--- config.mk ---
export PLATFORM = sky130hd
export DESIGN_NAME = positional_list_insert_delete
export DESIGN_NICKNAME = d
export VERILOG_FILES = /design/src/pli_pkg.sv /design/src/pli_ram.sv /design/src/pli_seq.sv /design/src/positional_list_insert_delete.sv
export SDC_FILE = /design/constraint.sdc
export NUM_CORES = 1
export LEC_CHECK = 0
export BUFFER_PORTS_ARGS = -buffer_cell sky130_fd_sc_hd__buf_2
export CAP_MARGIN = 20
export CORE_MARGIN = 2
export CORE_UTILIZATION = 42
export CTS_BUF_LIST = sky130_fd_sc_hd__clkbuf_4 sky130_fd_sc_hd__clkbuf_8
export DETAILED_ROUTE_END_ITERATION = 6
export GPL_ROUTABILITY_DRIVEN = 0
export SYNTH_ARGS = -nofsm -noshare
export SYNTH_HDL_FRONTEND = slang
export SYNTH_SLANG_ARGS = --single-unit
--- constraint.sdc ---
create_clock -name i_clk -period 5 [get_ports i_clk]
set_input_delay 0.25 -clock i_clk [delete_from_list [all_inputs] [get_ports i_clk]]
set_output_delay 0.25 -clock i_clk [all_outputs]
set_load 0.02 [all_outputs]
--- src/pli_pkg.sv ---
// ----------------------------------------------------------------------------
// pli_pkg
// Types and constants shared by the positional list modules.
// ----------------------------------------------------------------------------
package pli_pkg;

    localparam int DEPTH   = 16;
    localparam int ADDR_W  = 4;
    localparam int CNT_W   = 5;
    localparam int WORD_W  = 32;
    localparam int OP_W    = 3;
    localparam int POS_W   = 5;

    typedef enum logic [OP_W-1:0] {
        OP_INS_FRONT = 3'd0,
        OP_INS_LAST  = 3'd1,
        OP_INS_AT    = 3'd2,
        OP_DEL_FIRST = 3'd3,
        OP_DEL_LAST  = 3'd4,
        OP_DEL_AT    = 3'd5,
        OP_READ_AT   = 3'd6
    } t_opcode;

    typedef enum logic [2:0] {
        ST_IDLE,
        ST_UP_RD,
        ST_UP_WR,
        ST_DN_RD,
        ST_DN_WR,
        ST_RD_ADDR,
        ST_RD_DATA,
        ST_DONE
    } t_state;

    typedef struct packed {
        logic [OP_W-1:0]          opcode;
        logic signed [WORD_W-1:0] item_value;
        logic [POS_W-1:0]         position;
    } t_in_beat;

    typedef struct packed {
        logic                     ok;
        logic [CNT_W-1:0]         entry_total;
        logic signed [WORD_W-1:0] read_value;
    } t_out_beat;

    typedef struct packed {
        logic              we;
        logic [ADDR_W-1:0] waddr;
        logic [WORD_W-1:0] wdata;
        logic [ADDR_W-1:0] raddr;
    } t_ram_req;

endpackage

--- src/pli_ram.sv ---
// ----------------------------------------------------------------------------
// pli_ram
// Generic simple dual-port RAM: one write port, one read port, registered read.
// ----------------------------------------------------------------------------
module pli_ram #(
    parameter int WIDTH = 32,
    parameter int DEPTH = 16
) (
    input  logic                                      i_clk,
    input  logic                                      i_we,
    input  logic [((DEPTH > 1) ? $clog2(DEPTH) : 1)-1:0] i_waddr,
    input  logic [WIDTH-1:0]                          i_wdata,
    input  logic [((DEPTH > 1) ? $clog2(DEPTH) : 1)-1:0] i_raddr,
    output logic [WIDTH-1:0]                          o_rdata
);

    logic [WIDTH-1:0] r_mem [DEPTH];
    logic [WIDTH-1:0] r_rdata;

    always_ff @(posedge i_clk) begin
        if (i_we) begin
            r_mem[i_waddr] <= i_wdata;
        end
        r_rdata <= r_mem[i_raddr];
    end

    assign o_rdata = r_rdata;

endmodule

--- src/pli_seq.sv ---
// ----------------------------------------------------------------------------
// pli_seq
// Operation sequencer: decodes one beat, then walks the shift one entry at a
// time through a shared index stepper and the RAM ports.
// ----------------------------------------------------------------------------
module pli_seq (
    input  logic                          i_clk,
    input  logic                          i_rst_n,
    input  logic                          i_start,
    input  pli_pkg::t_in_beat             i_item,
    input  logic                          i_out_free,
    input  logic [pli_pkg::WORD_W-1:0]    i_rdata,
    output logic                          o_busy,
    output pli_pkg::t_ram_req             o_ram,
    output logic                          o_res_valid,
    output pli_pkg::t_out_beat            o_res
);

    localparam logic [pli_pkg::CNT_W-1:0] CNT_FULL = pli_pkg::CNT_W'(pli_pkg::DEPTH);
    localparam logic [pli_pkg::CNT_W-1:0] CNT_ONE  = pli_pkg::CNT_W'(1);

    pli_pkg::t_state              r_state, n_state;
    logic [pli_pkg::CNT_W-1:0]    r_count, n_count;
    logic [pli_pkg::CNT_W-1:0]    r_idx,   n_idx;
    logic [pli_pkg::CNT_W-1:0]    r_slot,  n_slot;
    logic [pli_pkg::WORD_W-1:0]   r_word,  n_word;
    logic                         r_ok,    n_ok;
    logic [pli_pkg::WORD_W-1:0]   r_got,   n_got;

    // shared index stepper: one adder and one compare serve both shift directions
    logic                         step_down;
    logic [pli_pkg::CNT_W-1:0]    step_sum;
    logic [pli_pkg::CNT_W-1:0]    cmp_lhs;
    logic [pli_pkg::CNT_W-1:0]    cmp_rhs;
    logic                         cmp_gt;

    // decode helpers
    logic [pli_pkg::CNT_W-1:0]    pos_m1;
    logic                         not_full;
    logic                         pos_in_list;

    always_comb begin
        step_sum = r_idx + (step_down ? {pli_pkg::CNT_W{1'b1}} : CNT_ONE);
        cmp_gt   = cmp_lhs > cmp_rhs;
    end

    assign pos_m1      = pli_pkg::CNT_W'(i_item.position) - CNT_ONE;
    assign not_full    = r_count < CNT_FULL;
    assign pos_in_list = (i_item.position != '0)
                      && (pli_pkg::CNT_W'(i_item.position) <= r_count);

    always_ff @(posedge i_clk) begin
        if (!i_rst_n) begin
            r_state <= pli_pkg::ST_IDLE;
            r_count <= '0;
        end else begin
            r_state <= n_state;
            r_count <= n_count;
        end
    end

    always_ff @(posedge i_clk) begin
        r_idx  <= n_idx;
        r_slot <= n_slot;
        r_word <= n_word;
        r_ok   <= n_ok;
        r_got  <= n_got;
    end

    always_comb begin
        n_state     = r_state;
        n_count     = r_count;
        n_idx       = r_idx;
        n_slot      = r_slot;
        n_word      = r_word;
        n_ok        = r_ok;
        n_got       = r_got;
        step_down   = 1'b0;
        cmp_lhs     = r_idx;
        cmp_rhs     = r_slot;
        o_ram       = '0;
        o_res_valid = 1'b0;

        case (r_state)
            pli_pkg::ST_IDLE: begin
                if (i_start) begin
                    n_word = i_item.item_value;
                    n_got  = '0;
                    n_ok   = 1'b0;
                    n_slot = '0;
                    n_state = pli_pkg::ST_DONE;
                    case (pli_pkg::t_opcode'(i_item.opcode))
                        pli_pkg::OP_INS_FRONT, pli_pkg::OP_INS_LAST,
                        pli_pkg::OP_INS_AT: begin
                            if (i_item.opcode == pli_pkg::OP_INS_FRONT) begin
                                n_slot = '0;
                                n_ok   = not_full;
                            end else if (i_item.opcode == pli_pkg::OP_INS_LAST) begin
                                n_slot = r_count;
                                n_ok   = not_full;
                            end else begin
                                n_slot = pos_m1;
                                n_ok   = not_full && (i_item.position != '0)
                                      && (pos_m1 <= r_count);
                            end
                            n_idx = r_count;
                            if (n_ok) begin
                                n_state = pli_pkg::ST_UP_RD;
                            end
                        end
                        pli_pkg::OP_DEL_FIRST, pli_pkg::OP_DEL_LAST,
                        pli_pkg::OP_DEL_AT: begin
                            if (i_item.opcode == pli_pkg::OP_DEL_FIRST) begin
                                n_slot = '0;
                                n_ok   = r_count != '0;
                            end else if (i_item.opcode == pli_pkg::OP_DEL_LAST) begin
                                n_slot = r_count - CNT_ONE;
                                n_ok   = r_count != '0;
                            end else begin
                                n_slot = pos_m1;
                                n_ok   = pos_in_list;
                            end
                            n_idx = n_slot;
                            if (n_ok) begin
                                n_state = pli_pkg::ST_DN_RD;
                            end
                        end
                        pli_pkg::OP_READ_AT: begin
                            n_slot = pos_m1;
                            n_ok   = pos_in_list;
                            if (pos_in_list) begin
                                n_state = pli_pkg::ST_RD_ADDR;
                            end
                        end
                        default: begin
                            n_ok = 1'b0;
                        end
                    endcase
                end
            end

            // open a gap: move entry idx-1 up to idx until idx reaches the slot
            pli_pkg::ST_UP_RD: begin
                step_down = 1'b1;
                cmp_lhs   = r_idx;
                cmp_rhs   = r_slot;
                if (cmp_gt) begin
                    o_ram.raddr = step_sum[pli_pkg::ADDR_W-1:0];
                    n_state     = pli_pkg::ST_UP_WR;
                end else begin
                    o_ram.we    = 1'b1;
                    o_ram.waddr = r_slot[pli_pkg::ADDR_W-1:0];
                    o_ram.wdata = r_word;
                    n_count     = r_count + CNT_ONE;
                    n_state     = pli_pkg::ST_DONE;
                end
            end

            pli_pkg::ST_UP_WR: begin
                step_down   = 1'b1;
                o_ram.we    = 1'b1;
                o_ram.waddr = r_idx[pli_pkg::ADDR_W-1:0];
                o_ram.wdata = i_rdata;
                n_idx       = step_sum;
                n_state     = pli_pkg::ST_UP_RD;
            end

            // close the gap: move entry idx+1 down to idx while idx+1 < count
            pli_pkg::ST_DN_RD: begin
                step_down = 1'b0;
                cmp_lhs   = r_count;
                cmp_rhs   = step_sum;
                if (cmp_gt) begin
                    o_ram.raddr = step_sum[pli_pkg::ADDR_W-1:0];
                    n_state     = pli_pkg::ST_DN_WR;
                end else begin
                    n_count = r_count - CNT_ONE;
                    n_state = pli_pkg::ST_DONE;
                end
            end

            pli_pkg::ST_DN_WR: begin
                step_down   = 1'b0;
                o_ram.we    = 1'b1;
                o_ram.waddr = r_idx[pli_pkg::ADDR_W-1:0];
                o_ram.wdata = i_rdata;
                n_idx       = step_sum;
                n_state     = pli_pkg::ST_DN_RD;
            end

            pli_pkg::ST_RD_ADDR: begin
                o_ram.raddr = r_slot[pli_pkg::ADDR_W-1:0];
                n_state     = pli_pkg::ST_RD_DATA;
            end

            pli_pkg::ST_RD_DATA: begin
                n_got   = i_rdata;
                n_state = pli_pkg::ST_DONE;
            end

            pli_pkg::ST_DONE: begin
                o_res_valid = i_out_free;
                if (i_out_free) begin
                    n_state = pli_pkg::ST_IDLE;
                end
            end

            default: begin
                n_state = pli_pkg::ST_IDLE;
            end
        endcase
    end

    assign o_busy            = r_state != pli_pkg::ST_IDLE;
    assign o_res.ok          = r_ok;
    assign o_res.entry_total = r_count;
    assign o_res.read_value  = r_got;

endmodule

--- src/positional_list_insert_delete.sv ---
// ----------------------------------------------------------------------------
// positional_list_insert_delete
// Ordered list of up to 16 signed words with insert, delete and read by place.
// ----------------------------------------------------------------------------
// One input beat is one operation (insert at front, end or 1-based position,
// delete first, last or at position, read at position); every beat returns
// exactly one output beat with a success flag, the entry count afterwards and
// the word read (zero unless a read succeeded). Entries live in one RAM with a
// single write port and a registered read port, and a shift moves one entry
// at a time (read, then write). The input stays stalled while an operation
// runs, and also while its result waits for the output register to drain. An
// insert or delete moves at most 15 entries. The input is taken again as soon
// as the result sits in the output register.
module positional_list_insert_delete (
    input  logic                 i_clk,
    input  logic                 i_rst_n,
    input  logic                 i_in_valid,
    output logic                 o_in_stall,
    input  pli_pkg::t_in_beat    i_in_data,
    output logic                 o_out_valid,
    input  logic                 i_out_stall,
    output pli_pkg::t_out_beat   o_out_data
);

    logic                         in_accept;
    logic                         out_free;
    logic                         seq_busy;
    pli_pkg::t_ram_req            ram_req;
    logic [pli_pkg::WORD_W-1:0]   ram_rdata;
    logic                         res_valid;
    pli_pkg::t_out_beat           res;

    logic                         r_out_valid;
    pli_pkg::t_out_beat           r_out_data;

    // take a beat only while the sequencer sits idle
    assign in_accept  = i_in_valid && !seq_busy;
    assign o_in_stall = seq_busy;

    // the output register frees when empty or when its beat leaves this cycle
    assign out_free = !r_out_valid || !i_out_stall;

    pli_seq u_seq (
        .i_clk       (i_clk),
        .i_rst_n     (i_rst_n),
        .i_start     (in_accept),
        .i_item      (i_in_data),
        .i_out_free  (out_free),
        .i_rdata     (ram_rdata),
        .o_busy      (seq_busy),
        .o_ram       (ram_req),
        .o_res_valid (res_valid),
        .o_res       (res)
    );

    pli_ram #(
        .WIDTH (pli_pkg::WORD_W),
        .DEPTH (pli_pkg::DEPTH)
    ) u_ram (
        .i_clk   (i_clk),
        .i_we    (ram_req.we),
        .i_waddr (ram_req.waddr),
        .i_wdata (ram_req.wdata),
        .i_raddr (ram_req.raddr),
        .o_rdata (ram_rdata)
    );

    // output register: load a finished result, drop the valid once it is taken
    always_ff @(posedge i_clk) begin
        if (!i_rst_n) begin
            r_out_valid <= 1'b0;
        end else if (res_valid) begin
            r_out_valid <= 1'b1;
        end else if (!i_out_stall) begin
            r_out_valid <= 1'b0;
        end
    end

    always_ff @(posedge i_clk) begin
        if (res_valid) begin
            r_out_data <= res;
        end
    end

    assign o_out_valid = r_out_valid;
    assign o_out_data  = r_out_data;

endmodule

==> impl_metrics.csv, run 1 <==
group,metric,value,unit
run_status,status,"complete, no violations",
setup_path,critPathTopFamily,"simple AND/OR/NAND/NOR gates",
setup_path,max_stage_delay,0.43,ns
setup_path,path_buf_inv,3,
power_and_ir_drop,p_clk_frac,0.222,
placement,pre_cts_ws,0.473,ns
setup_path,crit_fanout,20,
drt,drc,0,
setup_path,worstSetupPathType,"reg -> reg",
timing,fin_worst_skew,0.0307,ns
cts,cts_setup_buffers,0,
timing,hold_violations,0,
layout,mostFrequentLayoutCells,"edfxtp_1 (625), clkbuf_8 (120), nand3_1 (100)",
floorplan,die_h,257,um
layout,areaGrowthSynthToFinish,17.1,%
grt,antenna_found_initial,1,
synth,synth_cell_types,72,
drt,postRouteAntennaNets,0,
power_and_ir_drop,finalPower,22.4,mW
grt,grt_start_max_net_pins,125,
floorplan,die_w,257,um
drt,drt_wl_total,68.4,mm
cts,clk_latency,0.72,ns
setup_path,critPathArrivalTime,5.00,ns
drt,viasPerCell,5.70,
floorplan,rows,92,
power_and_ir_drop,p_seq_frac,0.394,
min_path,hp-class,"in -> reg",
synth,seq_area_frac_synth,0.728,
synth,synth_edf_count,625,
grt,grt_pass1_wl,102,mm
synth,synth_area,0.0269,sq mm
setup_path,worstPathRequired,5.36,ns
synth,synth_top_area_frac,0.697,
placement,placed_area,0.0288,sq mm
synth,synthTopCellsByArea,"edfxtp_1 (70%), a22o_1 (3.1%), dfxtp_1 (3.0%)",
cts,cts.sinks,666,
setup_path,slowest_stage,"nor4_4",
drt,wl_per_cell,23.5,um
layout,stdcell_count,2915,
cts,numCtsBuffers,107,
setup_path,crit_path_frequent_cell,"buf_4",
power_and_ir_drop,peakVddDrop,0.427,mV
placement,dp_hpwl,38.2,mm
power_and_ir_drop,p_sw_frac,0.371,
floorplan,die_area,0.0661,sq mm
timing,rsz0062_at_grt,"false",
floorplan,start_util,0.426,
timing,setup_violations,0,
synth,ys_seq_elements,666,
synth,yosysWarnings,0,
cts,htreeDepth,3,
grt,grt_pass1_vias,16500,
floorplan,ioPinCount,84,
synth,synthArstFlopShare,0,
power_and_ir_drop,power.density,711,mW/mm^2
placement,dpl.cell_count,2677,
cts,path_clk_slew,0.06,ns
cts,cts_tree,"yes",
cts,root_buffer,"clkbuf_8",
placement,port_buffers,83,
grt,overflow,0,
timing,slew_violations,0,
synth,yosysTopAreaCell,"edfxtp_1",
power_and_ir_drop,leakage,10.9,nW
drt,dr_total_vias,16600,
run,maxCapViolCount,0,
timing,finalCritPeriodShare,0.928,
layout,fill_cells,5424,
synth,avgSynthCellArea,14.9,sq um
cts,ctsResizeCount,0,
layout,layout_commonest_cell,"edfxtp_1",
timing,tightest_slew,0.864,ns
synth,synth-main-ff-cell,"edfxtp_1",
synth,netlist_instances,1811,
grt,grt_usage,0.204,
setup_path,cp-end-kind,"register",
power_and_ir_drop,combPwrFrac,0.384,
floorplan,core-area,0.0632,sq mm
timing,relSlewSlack,0.423,
setup_path,worstSetupStartpointType,"register",
synth,synth_fp_nets,1879,
cts,ctsLongestPathBuffers,3,
timing,fin_ws,0.360,ns
drt,dr.pass1.iters,6,
setup_path,crit_chain,"buf_4 > nor2b_1 > nand2_1 > buf_4 > nand2_1 > o21ai_0 > ha_1 > and2_4 > a221oi_4 > a21oi_2 > nor4_4 > a32oi_1 > a21o_1 > nor2_4 > buf_4",
cts,postCtsHoldBufs,37,
power_and_ir_drop,p_switching,8.32,mW
drt,drtIter0Drc,1626,
layout,nets,2045,
layout,final_cell_area,0.0315,sq mm
timing,fmax,216,MHz
timing,fin_crit,4.64,ns
power_and_ir_drop,intPower,14.1,mW
layout,drive_gt1_frac,0.187,
final timing paths:
| kind | end | slack [ns] | start | cells after the start |
|---|---|---|---|---|
| max | u_ram.r_mem[14][24]$_DFFE_PP_ | 0.36 | u_seq.r_state[0]$_SDFFE_PN0P_ | 15 |
| min | u_seq.r_state[2]$_SDFFE_PN0P_ | 0.09 | i_in_data[37] | 4 |
| max reg2reg | u_ram.r_mem[14][24]$_DFFE_PP_ | 0.36 | u_seq.r_state[0]$_SDFFE_PN0P_ | 15 |
| min reg2reg | o_out_data[13]$_DFFE_PP_ | 0.42 | u_seq.r_got[13]$_SDFFCE_PN0P_ | 0 |
synthesized netlist by cell type (3+ instances only):
cell,n
xor2_1,4
a21boi_0,6
and2_1,37
a21o_1,5
o221ai_2,3
clkbuf_1,79
mux2i_1,66
a22oi_1,5
o21ai_0,93
o31ai_1,3
nand4_1,35
xnor2_1,9
a31oi_1,38
o21a_1,6
o221ai_1,28
buf_6,5
a22o_1,95
dfxtp_1,41
a211o_1,62
a32oi_1,5
buf_2,41
o211ai_1,5
and3_1,66
nor2_1,42
buf_4,4
inv_1,23
ha_1,23
nor2b_1,9
a21oi_1,83
nand2_1,101
nor3_1,5
nand3_1,100
o22ai_1,11
edfxtp_1,625
nand2b_1,5
routing by layer:
layer / track usage / part of all wire / vias up
li1: - / - / 7511
met1: 0.279 / 0.44 / 8394
met2: 0.330 / 0.47 / 585
met3: 0.0416 / 0.068 / 140
met4: 0.0638 / 0.025 / 0
met5: 0 / 0 / -
state kept, by name, summed over array words and instances, names as in the netlist, 3 cells and up:
signal,cells
u_ram.o_rdata,32
o_out_data,38
u_ram.r_mem,512
u_seq.r_word,32
u_seq.r_count,5
u_seq.r_state,3
u_seq.r_slot,5
u_seq.r_idx,5
u_seq.r_got,32
metrics by stage:
step                TNS [ns]   util  hold WS, ns
floorplan            -134.58      -        0.349
global placement           0  0.456        0.402
detailed placement         0  0.456        0.405
CTS                        0  0.499       0.0398
global route               0  0.499       0.0655
finish                     0  0.499       0.0915
worst min-delay path, stage by stage:
cell and delay, ns:
buf_2 0.18, nand3_1 0.09, o31ai_1 0.10, o21ai_0 0.15
cell type report:
class	count	area (sq um)	share of cell area
sequential	666	19600	0.621
multi-input combinational	992	6890	0.219
clock buffer	156	1920	0.0610
timing repair buffer	187	1570	0.0499
tap	846	1060	0.0336
clock inverter	43	400	0.0127
inverter	23	86.3	0.00274
antenna	2	5.00	0.000159
power by group through the flow:
stage	logic (mW)	registers, mW	clock network (mW)
floorplan	5.40	8.80	0
global placement	8.37	8.91	0
detailed placement	8.54	8.93	0
CTS	8.62	8.83	5.07
global route	9.28	8.92	5.30
finish	8.60	8.84	4.96
logic make-up (layout without fill, tap and decap cells):
family	count (synthesis)	count (layout)	synth area share
multiplexers	67	67	0.0250
AO/OA/AOI/OAI	474	474	0.127
flip-flops	666	666	0.728
XOR/XNOR	13	13	0.00423
adder cells (fa/ha/maj)	24	24	0.0114
AND/OR/NAND/NOR	414	414	0.0795
other	0	2	0
buffers and inverters	153	409	0.0252
No activity file was read; power rests on OpenSTA's default activity.
==> run 2: changes to the inputs <==
SYNTH_HIERARCHICAL = 1   (was not set)
==> run 2 against run 1 <==
  * Critical path depth increased by 4
  * Total power decreased by 17%
  * Non-clock buffer count fell by 7
  * Clock-buffer cell count rose by 4
  * Die area is 4.4% lower
  * Global-route usage decreased by 1.3 points
  * Core utilization increased by 0.28 points
  * Wire length shrank 13%
==> impl_metrics.csv, run 2 <==
group,metric,value,unit
run_status,status,"complete, no violations",
synth,post-synth-top-count-cell,"edfxtp_1",
synth,synthSimpleGateAreaFrac,0.0359,
layout,drive_gt1_frac,0.310,
drt,dr_total_vias,13400,
setup_path,worstSetupPathType,"reg -> reg",
timing,slew_violations,0,
synth,synth_area,0.0257,sq mm
synth,synth_top_area_frac,0.730,
layout,layout_commonest_cell,"edfxtp_1",
synth,synth_cell_types,67,
drt,drtIter0Drc,1211,
timing,tightest_slew,1.15,ns
setup_path,cp-end-kind,"register",
power_and_ir_drop,leakage,10.0,nW
grt,grt_pass1_wl,88.3,mm
floorplan,die_w,251,um
cts,ctsLongestPathBuffers,3,
setup_path,startpoint,"u_seq/r_state[1]$_SDFFE_PN0P_",
timing,fin_crit,4.74,ns
grt,grt_usage,0.191,
grt,grt_pass1_vias,13700,
floorplan,die_area,0.0632,sq mm
synth,netlist_instances,1294,
layout,nets,1581,
timing,relSlewSlack,0.231,
layout,largest_register,"u_ram/r_mem",
layout,stdcell_count,2383,
min_path,min_from,"i_in_data[38]",
cts,htreeDepth,3,
power_and_ir_drop,finalPower,18.5,mW
timing,setup_violations,0,
run,maxCapViolCount,0,
grt,grt_start_max_net_pins,35,
synth,synthTopCellsByArea,"edfxtp_1 (73%), mux4_2 (11%), dfxtp_1 (3.2%)",
floorplan,start_util,0.425,
floorplan,core-area,0.0605,sq mm
synth,ys_seq_elements,666,
drt,drt_wl_total,59.7,mm
synth,yosysTopAreaCell,"edfxtp_1",
timing,finalCritPeriodShare,0.949,
setup_path,worstSetupStartpointType,"register",
floorplan,ioPinCount,84,
synth,synth_common_cells,"edfxtp_1 (625), mux4_2 (128), a22oi_1 (67)",
layout,mostFrequentLayoutCells,"edfxtp_1 (625), mux4_2 (128), clkbuf_8 (114)",
cts,path_clk_slew,0.06,ns
cts,root_buffer,"clkbuf_8",
timing,fmax,211,MHz
drt,wl_per_cell,25.1,um
cts,cts_tree,"yes",
timing,setup_tns,0,ns
synth,synth_fp_nets,1361,
synth,synthMuxAreaShare,0.114,
cts,clk_latency,0.72,ns
synth,synth-main-ff-cell,"edfxtp_1",
drt,drc,0,
min_path,hp-class,"in -> reg",
grt,overflow,0,
setup_path,crit_fanout,34,
synth,synth_top_family_by_area,"multiplexers",
setup_path,r2r-start,"u_seq/r_state[1]$_SDFFE_PN0P_",
synth,seq_area_frac_synth,0.762,
power_and_ir_drop,power.density,610,mW/mm^2
placement,port_buffers,83,
timing,fin_worst_skew,0.0393,ns
synth,synth_adder_area_share,0.0115,
synth,synth_edf_count,625,
synth,avgSynthCellArea,19.9,sq um
floorplan,rows,90,
timing,fin_hold_ws,0.0468,ns
placement,dpl.cell_count,2151,
synth,synthArstFlopShare,0,
setup_path,worstPathRequired,5.58,ns
cts,numCtsBuffers,105,
drt,postRouteAntennaNets,0,
timing,hold_violations,0,
layout,areaGrowthSynthToFinish,17.9,%
power_and_ir_drop,peakVddDrop,0.327,mV
layout,largest_register_ffs,512,
layout,fin_util,0.502,
drt,dr.pass1.iters,5,
floorplan,die_h,251,um
cts,cts.sinks,666,
grt,antenna_found_initial,2,
drt,viasPerCell,5.61,
placement,dp_hpwl,32.7,mm
synth,synth_compound_area_frac,0.0565,
setup_path,critPathArrivalTime,5.32,ns
synth,yosysWarnings,6,
synth,synth_xor_area_frac,0.00341,
## run 2: worst paths after layout
| check | slack, ns | end | depth (start not counted) |
|---|---|---|---|
| min | 0.05 | u_seq/r_slot[4]$_DFFE_PP_ | 2 |
| max reg2reg | 0.26 | u_ram/o_rdata[17]$_DFF_P_ | 19 |
| max | 0.26 | u_ram/o_rdata[17]$_DFF_P_ | 19 |
| min reg2reg | 0.41 | o_out_data[28]$_DFFE_PP_ | 0 |
## run 2: report_power, final
group          switching (mW)  internal [mW]  leakage (nW)
combinational            3.45           2.17          2.72
clock                    2.08           2.66          1.17
sequential              0.307           7.84          6.13
## run 2: cells by family (layout without fill, tap and decap cells)
group / after synthesis / count (layout)
AO/OA/AOI/OAI: 196 / 196
other: 0 / 1
flip-flops: 666 / 666
buffers and inverters: 90 / 396
adder cells (fa/ha/maj): 23 / 23
multiplexers: 134 / 134
XOR/XNOR: 10 / 10
AND/OR/NAND/NOR: 175 / 175
## run 2: layout make-up
| class | count | area (sq um) |
|---|---|---|
| Sequential cell | 666 | 19600 |
| Clock buffer | 160 | 1910 |
| Antenna cell | 1 | 2.50 |
| Timing Repair Buffer | 180 | 1560 |
| Inverter | 23 | 86.3 |
| Clock inverter | 33 | 285 |
| Multi-Input combinational cell | 538 | 5920 |
| Tap cell | 782 | 978 |
| Fill cell | 4874 | 30100 |
## run 2: what timing repair did
action / CTS / global route
setup buffers: 0 / 1
gates resized for setup: 0 / 3
hold endpoints to repair: 42 / 0
setup endpoints to repair: 0 / 19
hold buffers: 36 / 0
## run 2: critical path, cell delays in order (launching register included)
cell	delay (ns)
dfxtp_1	0.50
xnor2_1	0.12
nor2_2	0.23
inv_1	0.09
fa_1	0.41
inv_1	0.07
a21o_1	0.11
a21oi_1	0.07
xnor2_1	0.14
o21a_1	0.18
ha_1	0.34
and3_4	0.23
o21ai_2	0.08
a32o_2	0.28
or3_1	0.37
a21oi_4	0.35
buf_12	0.28
mux4_2	0.34
a22oi_1	0.25
nand2_1	0.11
## run 2: stage by stage
| step | setup WS [ns] | cell area, sq um |
|---|---|---|
| floorplan | -0.396 | 25800 |
| global placement | 0.298 | 27700 |
| detailed placement | 0.243 | 27700 |
| CTS | 0.192 | 30300 |
| global route | -0.00459 | 30300 |
| finish | 0.255 | 30300 |
## run 2: metal layers
metal	part of all wire	up-vias	wire length, um	track usage
met5	0	-	0	0
li1	-	5768	-	-
met4	0.020	0	1210	0.0619
met1	0.43	7016	25800	0.267
met3	0.067	94	4020	0.0345
met2	0.48	498	28700	0.306
==> run 3: changes to the inputs <==
clock period = 5.11 ns   (was 5 ns; I/O delays follow)
==> run 3 against run 2 <==
  * Sequential share of layout area up 0.17 points
  * First-iteration DRC count up 0.99%
  * Wire length about the same
  * Total power down 2.6%
  * Non-clock buffer count down 7
  * Worst setup slack better by 0.18 ns
  * Critical path type unchanged
==> impl_metrics.csv, run 3 (synthesis results as in run 2) <==
group,metric,value,unit
floorplan,die_h,251,um
grt,grt_pass1_vias,13500,
timing,slew_violations,0,
power_and_ir_drop,leakage,9.99,nW
cts,cts.sinks,666,
setup_path,worstSetupStartpointType,"register",
cts,cts_tree,"yes",
timing,finalCritPeriodShare,0.916,
setup_path,worstReg2RegEnd,"u_ram/o_rdata[16]$_DFF_P_",
min_path,worstHoldPathCells,3,
layout,fill_cells,4853,
timing,hold_violations,0,
timing,setup_violations,0,
layout,multi_input_area,0.00591,sq mm
layout,largest_register_ffs,512,
floorplan,rows,90,
grt,grt_start_max_net_pins,59,
layout,drive_gt1_frac,0.307,
timing,tightest_slew,1.08,ns
layout,mostFrequentLayoutCells,"edfxtp_1 (625), mux4_2 (128), clkbuf_8 (121)",
placement,pre_cts_ws,0.330,ns
timing,fmax,214,MHz
min_path,min_from,"i_in_data[39]",
setup_path,rrSetupSlack,0.43,ns
floorplan,start_util,0.425,
cts,ctsLongestPathBuffers,3,
timing,fin_worst_skew,0.0300,ns
drt,dr_total_vias,13500,
run_status,status,"complete, no violations",
setup_path,crit_fanout,58,
timing,fin_ws,0.431,ns
power_and_ir_drop,p_switching,5.71,mW
setup_path,worstSetupPathType,"reg -> reg",
grt,antenna_found_initial,1,
setup_path,critPathArrivalTime,5.29,ns
layout,insertedDiodeCount,0,
drt,drtIter0Drc,1223,
floorplan,core-area,0.0605,sq mm
drt,wl_per_cell,25.1,um
timing,fin_crit,4.68,ns
power_and_ir_drop,p_clk_frac,0.259,
cts,path_clk_slew,0.06,ns
cts,numCtsBuffers,105,
layout,stdcell_count,2379,
cts,root_buffer,"clkbuf_8",
power_and_ir_drop,power.density,596,mW/mm^2
drt,drt_wl_total,59.7,mm
layout,nets,1574,
drt,dr.pass1.iters,5,
min_path,holdPathEnd,"u_seq/r_state[2]$_SDFFE_PN0P_",
grt,grt_usage,0.190,
grt,grt_pass1_wl,87.7,mm
power_and_ir_drop,p_seq_frac,0.443,
cts,htreeDepth,3,
power_and_ir_drop,intPower,12.3,mW
min_path,hp-class,"in -> reg",
power_and_ir_drop,finalPower,18.0,mW
cts,clk_latency,0.71,ns
drt,drc,0,
floorplan,die_w,251,um
layout,fin_util,0.500,
setup_path,worstPathRequired,5.72,ns
timing,rsz0062_at_grt,"false",
layout,largest_register,"u_ram/r_mem",
timing,fin_hold_ws,0.122,ns
run,maxCapViolCount,0,
placement,placed_area,0.0276,sq mm
floorplan,die_area,0.0632,sq mm
floorplan,ioPinCount,84,
layout,layout_commonest_cell,"edfxtp_1",
setup_path,r2r-start,"u_seq/r_state[1]$_SDFFE_PN0P_",
grt,overflow,0,
power_and_ir_drop,peakVddDrop,0.363,mV
power_and_ir_drop,combPwrFrac,0.298,
setup_path,rr_worst_depth,19,
layout,areaGrowthSynthToFinish,17.6,%
placement,dp_hpwl,31.5,mm
timing,relSlewSlack,0.280,
timing,setup_tns,0,ns
layout,final_cell_area,0.0303,sq mm
cts,cts_setup_buffers,0,
placement,dpl.cell_count,2143,
drt,postRouteAntennaNets,0,
layout,final-seq-area,0.0196,sq mm
drt,viasPerCell,5.67,
setup_path,cp-end-kind,"register",
placement,port_buffers,83,
power_and_ir_drop,p_sw_frac,0.317,
run 3: how the worst max path moves through the flow:
stage | cells past startpoint | endpoint | startpoint | slack [ns]
6_report | 19 | u_ram/o_rdata[16]$_DFF_P_ | u_seq/r_state[1]$_SDFFE_PN0P_ | 0.43
5_1_grt | 19 | u_ram/o_rdata[14]$_DFF_P_ | u_seq/r_state[1]$_SDFFE_PN0P_ | 0.05
4_1_cts | 19 | u_ram/o_rdata[16]$_DFF_P_ | u_seq/r_state[1]$_SDFFE_PN0P_ | 0.30
3_5_place_dp | 19 | u_ram/o_rdata[19]$_DFF_P_ | u_seq/r_state[1]$_SDFFE_PN0P_ | 0.33
3_3_place_gp | 19 | u_ram/o_rdata[12]$_DFF_P_ | u_seq/r_state[1]$_SDFFE_PN0P_ | 0.46
2_1_floorplan | 19 | u_ram/r_mem[1][0]$_DFFE_PP_ | u_seq/r_state[0]$_SDFFE_PN0P_ | -0.31
run 3: area by class of cell:
type | instances | area share
Sequential cell | 666 | 0.648
Multi-Input combinational cell | 538 | 0.195
Clock buffer | 158 | 0.0642
Timing Repair Buffer | 173 | 0.0480
Tap cell | 782 | 0.0323
Clock inverter | 39 | 0.00960
Inverter | 23 | 0.00285
run 3: critical path, stage by stage (launching register included):
cell and delay (ns):
dfxtp_2 0.36, xnor2_1 0.15, nor2_2 0.21, inv_1 0.09, fa_1 0.40, inv_1 0.07
a21o_1 0.11, a21oi_1 0.08, xnor2_1 0.15, o21a_1 0.18, ha_1 0.34, and3_4 0.23
o21ai_2 0.08, a32oi_4 0.35, a32o_1 0.24, and2_4 0.21, buf_16 0.37, mux4_2 0.57
a22oi_1 0.23, nand2_1 0.08
run 3: timing repair:
action	4_1_cts	5_1_grt
gates resized for setup	0	2
hold endpoints to repair	43	0
hold buffers	38	0
setup endpoints to repair	0	14
run 3: power by group through the flow:
stage | combinational, mW | clock (mW) | sequential [mW]
after floorplan | 3.58 | 0 | 7.94
after global placement | 5.26 | 0 | 8.08
after detailed placement | 5.36 | 0 | 8.09
after CTS | 5.39 | 4.78 | 7.99
after global routing | 5.83 | 5.02 | 8.05
final | 5.38 | 4.66 | 7.98
run 3: per-layer routing:
| metal | GRT usage | routed length, um | vias up |
|---|---|---|---|
| li1 | - | - | 5767 |
| met1 | 0.272 | 26300 | 7089 |
| met2 | 0.292 | 27800 | 530 |
| met3 | 0.0389 | 4230 | 104 |
| met4 | 0.0690 | 1440 | 2 |
| met5 | 0 | 11 | - |
